<file path="config.mk">
export PLATFORM = sky130hd
export DESIGN_NAME = first_match_policy_table
export DESIGN_NICKNAME = d
export VERILOG_FILES = /design/src/hdl/fmpt_pkg.sv /design/src/hdl/fmpt_ram.sv /design/src/hdl/fmpt_ctrl.sv /design/src/hdl/first_match_policy_table.sv
export SDC_FILE = /design/constraint.sdc
export NUM_CORES = 2
export LEC_CHECK = 0
export BUFFER_PORTS_ARGS = -buffer_cell sky130_fd_sc_hd__buf_2
export CELL_PAD_IN_SITES_DETAIL_PLACEMENT = 1
export CELL_PAD_IN_SITES_GLOBAL_PLACEMENT = 1
export CORE_MARGIN = 2
export CORE_UTILIZATION = 57
export CTS_BUF_LIST = sky130_fd_sc_hd__clkbuf_2 sky130_fd_sc_hd__clkbuf_4 sky130_fd_sc_hd__clkbuf_8
export DETAILED_ROUTE_END_ITERATION = 7
export GPL_TIMING_DRIVEN = 0
export MAX_ROUTING_LAYER = met4
export PLACE_DENSITY_LB_ADDON = 0.15
export REMOVE_ABC_BUFFERS = 1
export SLEW_MARGIN = 40
export SYNTH_ARGS = -nofsm -noshare
export SYNTH_HDL_FRONTEND = slang
export SYNTH_SLANG_ARGS = --single-unit
</file>
<file path="constraint.sdc">
create_clock -name clk -period 10.77 [get_ports clk]
set_input_delay 3.231 -clock clk [delete_from_list [all_inputs] [get_ports clk]]
set_output_delay 3.231 -clock clk [all_outputs]
set_load 0.02 [all_outputs]
</file>
<file path="src/hdl/fmpt_pkg.sv">
// shared types and codes for the first-match policy table
`timescale 1ns / 1ps

package fmpt_pkg;

  localparam int MAX_RULES_DEF = 16;
  localparam int CNT_W         = 64;

  // op codes
  localparam logic [2:0] OP_ADD     = 3'd0;
  localparam logic [2:0] OP_REMOVE  = 3'd1;
  localparam logic [2:0] OP_SET_EN  = 3'd2;
  localparam logic [2:0] OP_EVAL    = 3'd3;
  localparam logic [2:0] OP_QUERY   = 3'd4;
  localparam logic [2:0] OP_CLR_CNT = 3'd5;
  localparam logic [2:0] OP_CLR_TBL = 3'd6;

  // status codes
  localparam logic [2:0] ST_OK       = 3'd0;
  localparam logic [2:0] ST_EMPTY    = 3'd1;
  localparam logic [2:0] ST_DUP      = 3'd2;
  localparam logic [2:0] ST_NORATE   = 3'd3;
  localparam logic [2:0] ST_NOTFOUND = 3'd4;
  localparam logic [2:0] ST_FULL     = 3'd5;
  localparam logic [2:0] ST_NOMATCH  = 3'd6;

  localparam logic [2:0] ACT_RATE_LIMIT = 3'd3;

  typedef struct packed {
    logic [2:0]  op;
    logic [7:0]  rule_tag;
    logic [7:0]  event_type;
    logic [2:0]  rule_action;
    logic [31:0] packet_rate;
    logic        enable_bit;
  } in_t;

  typedef struct packed {
    logic [2:0]       status;
    logic [7:0]       hit_tag;
    logic [2:0]       hit_action;
    logic [31:0]      hit_rate;
    logic [CNT_W-1:0] hit_total;
    logic [7:0]       echo_type;
  } out_t;

  // one stored rule, hit counter lives in its own memory
  typedef struct packed {
    logic [7:0]  tag;
    logic [7:0]  etype;
    logic [2:0]  action;
    logic [31:0] rate;
    logic        enable;
  } rule_t;

  // finished result handed from the sequencer to the output stage
  typedef struct packed {
    logic valid;
    out_t data;
  } res_chan_t;

endpackage

</file>
<file path="src/hdl/fmpt_ram.sv">
// generic single-write, single-read ram with registered read data
`timescale 1ns / 1ps

module fmpt_ram #(
  parameter int WIDTH = 8,
  parameter int DEPTH = 16,
  parameter int AW    = (DEPTH > 1) ? $clog2(DEPTH) : 1
) (
  input  logic             clk,
  input  logic             we,
  input  logic [AW-1:0]    waddr,
  input  logic [WIDTH-1:0] wdata,
  input  logic [AW-1:0]    raddr,
  output logic [WIDTH-1:0] rdata
);

  logic [WIDTH-1:0] mem [DEPTH];

  always_ff @(posedge clk) begin
    if (we) begin
      mem[waddr] <= wdata;
    end
    rdata <= mem[raddr];
  end

endmodule

</file>
<file path="src/hdl/fmpt_ctrl.sv">
// rule table sequencer: scan, compaction and counter update over the rule memories
`timescale 1ns / 1ps

module fmpt_ctrl #(
  parameter int MAX_RULES = fmpt_pkg::MAX_RULES_DEF
) (
  input  logic                clk,
  input  logic                rst_n,
  input  logic                in_valid,
  output logic                in_stall,
  input  fmpt_pkg::in_t       in_data,
  output fmpt_pkg::res_chan_t res,
  input  logic                res_take
);

  import fmpt_pkg::*;

  localparam int IW = (MAX_RULES > 1) ? $clog2(MAX_RULES) : 1;
  localparam int CW = $clog2(MAX_RULES + 1);

  typedef enum logic [3:0] {
    S_IDLE  = 4'b0001,
    S_SCAN  = 4'b0010,
    S_SHIFT = 4'b0100,
    S_DONE  = 4'b1000
  } state_t;

  state_t                state_r, state_nxt;
  in_t                   req_r, req_nxt;
  out_t                  res_r, res_nxt;
  logic [CW-1:0]         count_r, count_nxt;
  logic [CW-1:0]         iss_r, iss_nxt;
  logic [IW-1:0]         rd_idx_r, rd_idx_nxt;
  logic                  pend_r, pend_nxt;
  logic                  pend_cv_r, pend_cv_nxt;
  logic [MAX_RULES-1:0]  cv_r, cv_nxt;

  logic                  rule_we, cnt_we;
  logic [IW-1:0]         waddr, raddr;
  rule_t                 rule_wdata, rule_rdata;
  logic [CNT_W-1:0]      cnt_wdata, cnt_rdata, cur_cnt;
  logic                  hit, issue_ok;

  fmpt_ram #(.WIDTH($bits(rule_t)), .DEPTH(MAX_RULES), .AW(IW)) u_rule_ram (
    .clk   (clk),
    .we    (rule_we),
    .waddr (waddr),
    .wdata (rule_wdata),
    .raddr (raddr),
    .rdata (rule_rdata)
  );

  fmpt_ram #(.WIDTH(CNT_W), .DEPTH(MAX_RULES), .AW(IW)) u_cnt_ram (
    .clk   (clk),
    .we    (cnt_we),
    .waddr (waddr),
    .wdata (cnt_wdata),
    .raddr (raddr),
    .rdata (cnt_rdata)
  );

  assign in_stall   = (state_r != S_IDLE);
  assign res.valid  = (state_r == S_DONE);
  assign res.data   = res_r;
  assign raddr      = iss_r[IW-1:0];
  assign issue_ok   = (iss_r < count_r);
  // counter of a slot that was cleared since its last write reads as zero
  assign cur_cnt    = pend_cv_r ? cnt_rdata : '0;
  assign hit        = pend_r && ((req_r.op == OP_EVAL) ?
                      (rule_rdata.enable && (rule_rdata.etype == req_r.event_type)) :
                      (rule_rdata.tag == req_r.rule_tag));

  always_comb begin
    state_nxt   = state_r;
    req_nxt     = req_r;
    res_nxt     = res_r;
    count_nxt   = count_r;
    iss_nxt     = iss_r;
    rd_idx_nxt  = rd_idx_r;
    pend_nxt    = pend_r;
    pend_cv_nxt = pend_cv_r;
    cv_nxt      = cv_r;
    rule_we     = 1'b0;
    cnt_we      = 1'b0;
    waddr       = rd_idx_r;
    rule_wdata  = rule_rdata;
    cnt_wdata   = cnt_rdata;

    case (state_r)
      S_IDLE: begin
        if (in_valid) begin
          req_nxt  = in_data;
          res_nxt  = '0;
          iss_nxt  = '0;
          pend_nxt = 1'b0;
          case (in_data.op)
            OP_ADD: begin
              res_nxt.hit_tag = in_data.rule_tag;
              if (in_data.rule_tag == 8'd0) begin
                res_nxt.status = ST_EMPTY;
                state_nxt      = S_DONE;
              end else if ((in_data.rule_action == ACT_RATE_LIMIT) &&
                           (in_data.packet_rate == 32'd0)) begin
                res_nxt.status = ST_NORATE;
                state_nxt      = S_DONE;
              end else begin
                state_nxt = S_SCAN;
              end
            end
            OP_REMOVE, OP_SET_EN, OP_QUERY: begin
              res_nxt.hit_tag = in_data.rule_tag;
              state_nxt       = S_SCAN;
            end
            OP_EVAL: begin
              res_nxt.echo_type = in_data.event_type;
              state_nxt         = S_SCAN;
            end
            OP_CLR_CNT: begin
              cv_nxt    = '0;
              state_nxt = S_DONE;
            end
            OP_CLR_TBL: begin
              cv_nxt    = '0;
              count_nxt = '0;
              state_nxt = S_DONE;
            end
            default: begin
              state_nxt = S_DONE;
            end
          endcase
        end
      end

      S_SCAN: begin
        if (hit) begin
          state_nxt = S_DONE;
          case (req_r.op)
            OP_ADD: begin
              res_nxt.status = ST_DUP;
            end
            OP_REMOVE: begin
              iss_nxt   = CW'(rd_idx_r) + CW'(1);
              pend_nxt  = 1'b0;
              state_nxt = S_SHIFT;
            end
            OP_SET_EN: begin
              rule_we           = 1'b1;
              rule_wdata.enable = req_r.enable_bit;
            end
            OP_EVAL: begin
              cnt_we               = 1'b1;
              cnt_wdata            = cur_cnt + CNT_W'(1);
              cv_nxt[rd_idx_r]     = 1'b1;
              res_nxt.status       = ST_OK;
              res_nxt.hit_tag      = rule_rdata.tag;
              res_nxt.hit_action   = rule_rdata.action;
              res_nxt.hit_rate     = rule_rdata.rate;
              res_nxt.hit_total    = cur_cnt + CNT_W'(1);
            end
            OP_QUERY: begin
              res_nxt.hit_total = cur_cnt;
            end
            default: begin
            end
          endcase
        end else if (!issue_ok) begin
          state_nxt = S_DONE;
          case (req_r.op)
            OP_ADD: begin
              if (count_r >= CW'(MAX_RULES)) begin
                res_nxt.status = ST_FULL;
              end else begin
                rule_we                   = 1'b1;
                waddr                     = count_r[IW-1:0];
                rule_wdata.tag            = req_r.rule_tag;
                rule_wdata.etype          = req_r.event_type;
                rule_wdata.action         = req_r.rule_action;
                rule_wdata.rate           = req_r.packet_rate;
                rule_wdata.enable         = req_r.enable_bit;
                cv_nxt[count_r[IW-1:0]]   = 1'b0;
                count_nxt                 = count_r + CW'(1);
              end
            end
            OP_EVAL: begin
              res_nxt.status = ST_NOMATCH;
            end
            default: begin
              res_nxt.status = ST_NOTFOUND;
            end
          endcase
        end else begin
          pend_nxt    = 1'b1;
          rd_idx_nxt  = iss_r[IW-1:0];
          pend_cv_nxt = cv_r[iss_r[IW-1:0]];
          iss_nxt     = iss_r + CW'(1);
        end
      end

      // move entry i+1 down to i, one entry a cycle
      S_SHIFT: begin
        if (pend_r) begin
          rule_we        = 1'b1;
          cnt_we         = 1'b1;
          waddr          = rd_idx_r - IW'(1);
          cv_nxt[waddr]  = pend_cv_r;
        end
        if (issue_ok) begin
          pend_nxt    = 1'b1;
          rd_idx_nxt  = iss_r[IW-1:0];
          pend_cv_nxt = cv_r[iss_r[IW-1:0]];
          iss_nxt     = iss_r + CW'(1);
        end else begin
          pend_nxt  = 1'b0;
          count_nxt = count_r - CW'(1);
          state_nxt = S_DONE;
        end
      end

      S_DONE: begin
        if (res_take) begin
          state_nxt = S_IDLE;
        end
      end

      default: begin
        state_nxt = S_IDLE;
      end
    endcase
  end

  always_ff @(posedge clk) begin
    if (!rst_n) begin
      state_r <= S_IDLE;
      count_r <= '0;
      cv_r    <= '0;
      pend_r  <= 1'b0;
      iss_r   <= '0;
    end else begin
      state_r <= state_nxt;
      count_r <= count_nxt;
      cv_r    <= cv_nxt;
      pend_r  <= pend_nxt;
      iss_r   <= iss_nxt;
    end
  end

  always_ff @(posedge clk) begin
    req_r     <= req_nxt;
    res_r     <= res_nxt;
    rd_idx_r  <= rd_idx_nxt;
    pend_cv_r <= pend_cv_nxt;
  end

endmodule

</file>
<file path="src/hdl/first_match_policy_table.sv">
// top level of the first-match policy table with per-rule hit counters
`timescale 1ns / 1ps

// Usage: requests arrive on in_valid / in_stall / in_data, results leave on
// out_valid / out_stall / out_data, one result per request, in order.
// One request is worked at a time; in_stall is high from the cycle after a
// request is taken until its result has moved into the output register.
// The rules sit in a registered-read memory and are scanned one entry per
// cycle by add, remove, set enable, query and evaluate, from index 0 up to
// the first entry that hits or to the end of the table. Remove then copies
// each later entry down one slot, one per cycle.
// Clear counters, clear table, empty-id and missing-rate rejects skip the
// scan and go straight to the result. Hit counters are 64 bits wide and wrap.
// Reset empties the table and zeroes all counters at once; no sweep is run.
// While out_stall is high the result waits in the output register and a new
// request may still be taken and worked; its result is held until the output
// register is free.

module first_match_policy_table #(
  parameter int MAX_RULES = fmpt_pkg::MAX_RULES_DEF
) (
  input  logic           clk,
  input  logic           rst_n,
  input  logic           in_valid,
  output logic           in_stall,
  input  fmpt_pkg::in_t  in_data,
  output logic           out_valid,
  input  logic           out_stall,
  output fmpt_pkg::out_t out_data
);

  import fmpt_pkg::*;

  res_chan_t res;
  logic      res_take;
  logic      out_valid_r, out_valid_nxt;
  out_t      out_data_r, out_data_nxt;

  fmpt_ctrl #(.MAX_RULES(MAX_RULES)) u_ctrl (
    .clk      (clk),
    .rst_n    (rst_n),
    .in_valid (in_valid),
    .in_stall (in_stall),
    .in_data  (in_data),
    .res      (res),
    .res_take (res_take)
  );

  assign res_take  = !out_valid_r || !out_stall;
  assign out_valid = out_valid_r;
  assign out_data  = out_data_r;

  always_comb begin
    out_valid_nxt = out_valid_r;
    out_data_nxt  = out_data_r;
    if (res.valid && res_take) begin
      out_valid_nxt = 1'b1;
      out_data_nxt  = res.data;
    end else if (!out_stall) begin
      out_valid_nxt = 1'b0;
    end
  end

  always_ff @(posedge clk) begin
    if (!rst_n) begin
      out_valid_r <= 1'b0;
    end else begin
      out_valid_r <= out_valid_nxt;
    end
  end

  always_ff @(posedge clk) begin
    out_data_r <= out_data_nxt;
  end

  // one request in flight: a taken request blocks the next one
  a_one_in_flight: assert property (@(posedge clk) disable iff (!rst_n)
    (in_valid && !in_stall) |=> in_stall)
    else $error("request accepted while another is in flight");

  // a pending result keeps the input side closed
  a_busy_with_result: assert property (@(posedge clk) disable iff (!rst_n)
    res.valid |-> in_stall)
    else $error("input open while a result is pending");

  // a handed-over result shows up at the output next cycle
  a_result_lands: assert property (@(posedge clk) disable iff (!rst_n)
    (res.valid && res_take) |=> (out_valid && (out_data == $past(res.data))))
    else $error("result lost on its way to the output register");

endmodule

</file>
==> metrics.cfg <==
[timing]
clock_skew_ps=77.1
fin_crit_ps=6140
fin_ws_ps=4630
grt_setup_unrepaired=false
tns_ps=0
max_freq_ghz=0.163
max-slew-margin-rel_pct=39.6
tightest_slew_ps=898
hold_viol=0
fin_crit_sh_pct=57.0
fin_hold_ws_ps=400
setup_viol=0
slew_violations=0

[logic_synthesis]
syn_avg_cell_area_sq_um=20.4
synth_seq_cells=2300
synth_cell_type_count=74
yosys_warnings=0
yosysTopAreaCell=edfxtp_1
syn_area_sq_mm=0.0886
synthArstFlopShare_pct=0
synth_top_area_share_pct=72.9
synthFlopType=edfxtp_1
synthTopCellsByArea=edfxtp_1 73%, mux4_2 15%, dfxtp_1 3.3%
synthCells=4336
synth_edf_count=2152
seq_area_frac_synth_pct=76.3

[power_and_ir_drop]
p_per_area_mw_per_mm2=167
irDropWorstVdd_mv=0.144
p_total_mw=17.5
cellLeakagePower_nw=33.9

[min_path]
hold_start=u_ctrl.res[99]
hp-class=flop to flop

[global_routing]
grt_pass1_vias=51800
antenna_found_initial=8
gr-total-overflow=0
grt_pass1_wl_microns=371000
grt_max_degree=47
grt.total_usage_pct=33.8

[placement]
dp_cells=6661
place.gp.congestion=0.792
dp_hpwl_microns=156000
pre_cts_ws_ps=4850
portBuffers=178

[clock_network]
cts.sinks=2300
cts_buffer_depth=4
insertion_delay_ps=1060
root_buffer=clkbuf_8
cts_tree=built
path_clk_slew_ps=70
htreeDepth=5
cts_buffers=371
holdBufCountCts=0
post_cts_buffers=0
cts.repair.resized=0

[route]
wirelength_microns=255000
postRouteAntennaNets=0
drt_iter0_markers=6522
vias_per_cell=6.68
wl_per_cell_microns=34.8
drcViolationCount=1
vias=49000
drt-pass1-iter-count=8

[job]
drv_cap=0

[die]
dieArea_sq_mm=0.159
fp.coreArea_sq_mm=0.154
initial_core_util_pct=57.4
fp.dieW_microns=398
io_pins=179
die_h_microns=398
rows=144

[final_layout]
nFillCells=12500
layout_common_cells=2152 x edfxtp_1, 585 x mux4_2, 398 x clkbuf_8
mostFrequentLayoutCell=edfxtp_1
syn_to_final_growth_pct=18.0
drive_gt1_share_pct=34.3
finalNonFillerCells=7323
fin_nets=5065

[run_status]
violations=design-rule violations
status=finished with violations

[worst_setup_path]
arrival_ps=6850
timing.rr.start=u_ctrl.count_r[2]
cp_data_required_time_ps=11480
startpoint_type=flop
crit_type=flop to flop
endpoint_kind=flop
startpoint=u_ctrl.count_r[2]
path_max_fanout=13

## final timing paths
kind,endpoint,slack (ps),cells after the start
setup / recovery,u_ctrl.u_cnt_ram.mem[15][15],4630,16
hold reg to reg,out_data[99],400,0
setup reg to reg,u_ctrl.u_cnt_ram.mem[15][15],4630,16
hold / removal,out_data[99],400,0
## kinds of logic after synthesis
group	synth area share, %
AO/OA/AOI/OAI	2.31
buffers and inverters	1.08
multiplexers	15.2
adder cells (fa/ha/maj)	0.234
AND/OR/NAND/NOR	4.12
XOR/XNOR	0.742
flip-flops	76.3
## registers in the layout, indices dropped and copies added (netlist names), 5 cells and up
register,count
u_ctrl.u_rule_ram.mem,832
out_data,118
u_ctrl.u_cnt_ram.mem,1024
u_ctrl.cv_r,16
u_ctrl.count_r,5
u_ctrl.iss_r,5
u_ctrl.u_rule_ram.rdata,52
u_ctrl.u_cnt_ram.rdata,64
u_ctrl.res,118
u_ctrl.req_r,55
## area by class of cell
type | count | area, sq um | area share [%]
Antenna cell | 3 | 7.51 | 0.00718
Clock buffer | 523 | 6420 | 6.14
Clock inverter | 136 | 848 | 0.812
Inverter | 22 | 90.1 | 0.0862
Multi-Input combinational cell | 1788 | 20500 | 19.6
Sequential cell | 2300 | 67600 | 64.7
Tap cell | 2044 | 2560 | 2.45
Timing Repair Buffer | 507 | 6480 | 6.20
## synthesized netlist by cell type (all sizes together), types with 30 or more instances
| master | n |
|---|---|
| xor2 | 45 |
| a22o | 49 |
| o21ai | 79 |
| a21oi | 81 |
| mux4 | 585 |
| nand3 | 64 |
| dfxtp | 148 |
| buf | 35 |
| nand2 | 300 |
| nor2 | 171 |
| and3 | 41 |
| nor3 | 45 |
| clkbuf | 191 |
| xnor2 | 30 |
| edfxtp | 2152 |
## report_power, final
group	total [mW]	internal (mW)	switching, mW
Sequential	9.73	9.70	0.0286
Combinational	0.168	0.0431	0.125
Clock	7.60	4.05	3.55
## through the flow
stage | util, % | instance area (sq um)
4_1_cts | 67.7 | 104000
2_1_floorplan | - | 87700
6_report | 67.8 | 105000
3_3_place_gp | 59.1 | 91200
3_5_place_dp | 63.0 | 97200
5_1_grt | 67.8 | 105000
## routing by layer
layer	GRT usage (%)	vias up	part of all wire (%)
met3	6.24	728	8.3
met4	13.6	0	4.2
met2	54.0	3058	50
li1	-	19200	-
met5	-	-	0
met1	43.4	25900	37
## critical path, stage by stage (launching register included)
cell	delay [ps]
dfxtp_1	610
inv_1	230
ha_1	340
o211ai_1	100
o21a_1	370
nor4_4	710
and2_4	480
a221oi_4	140
or2_1	540
nor4_2	640
buf_2	330
buf_2	220
buf_2	210
buf_2	220
buf_2	220
buf_2	200
buf_2	200
Note: power is estimated with default switching activity, not from simulation.
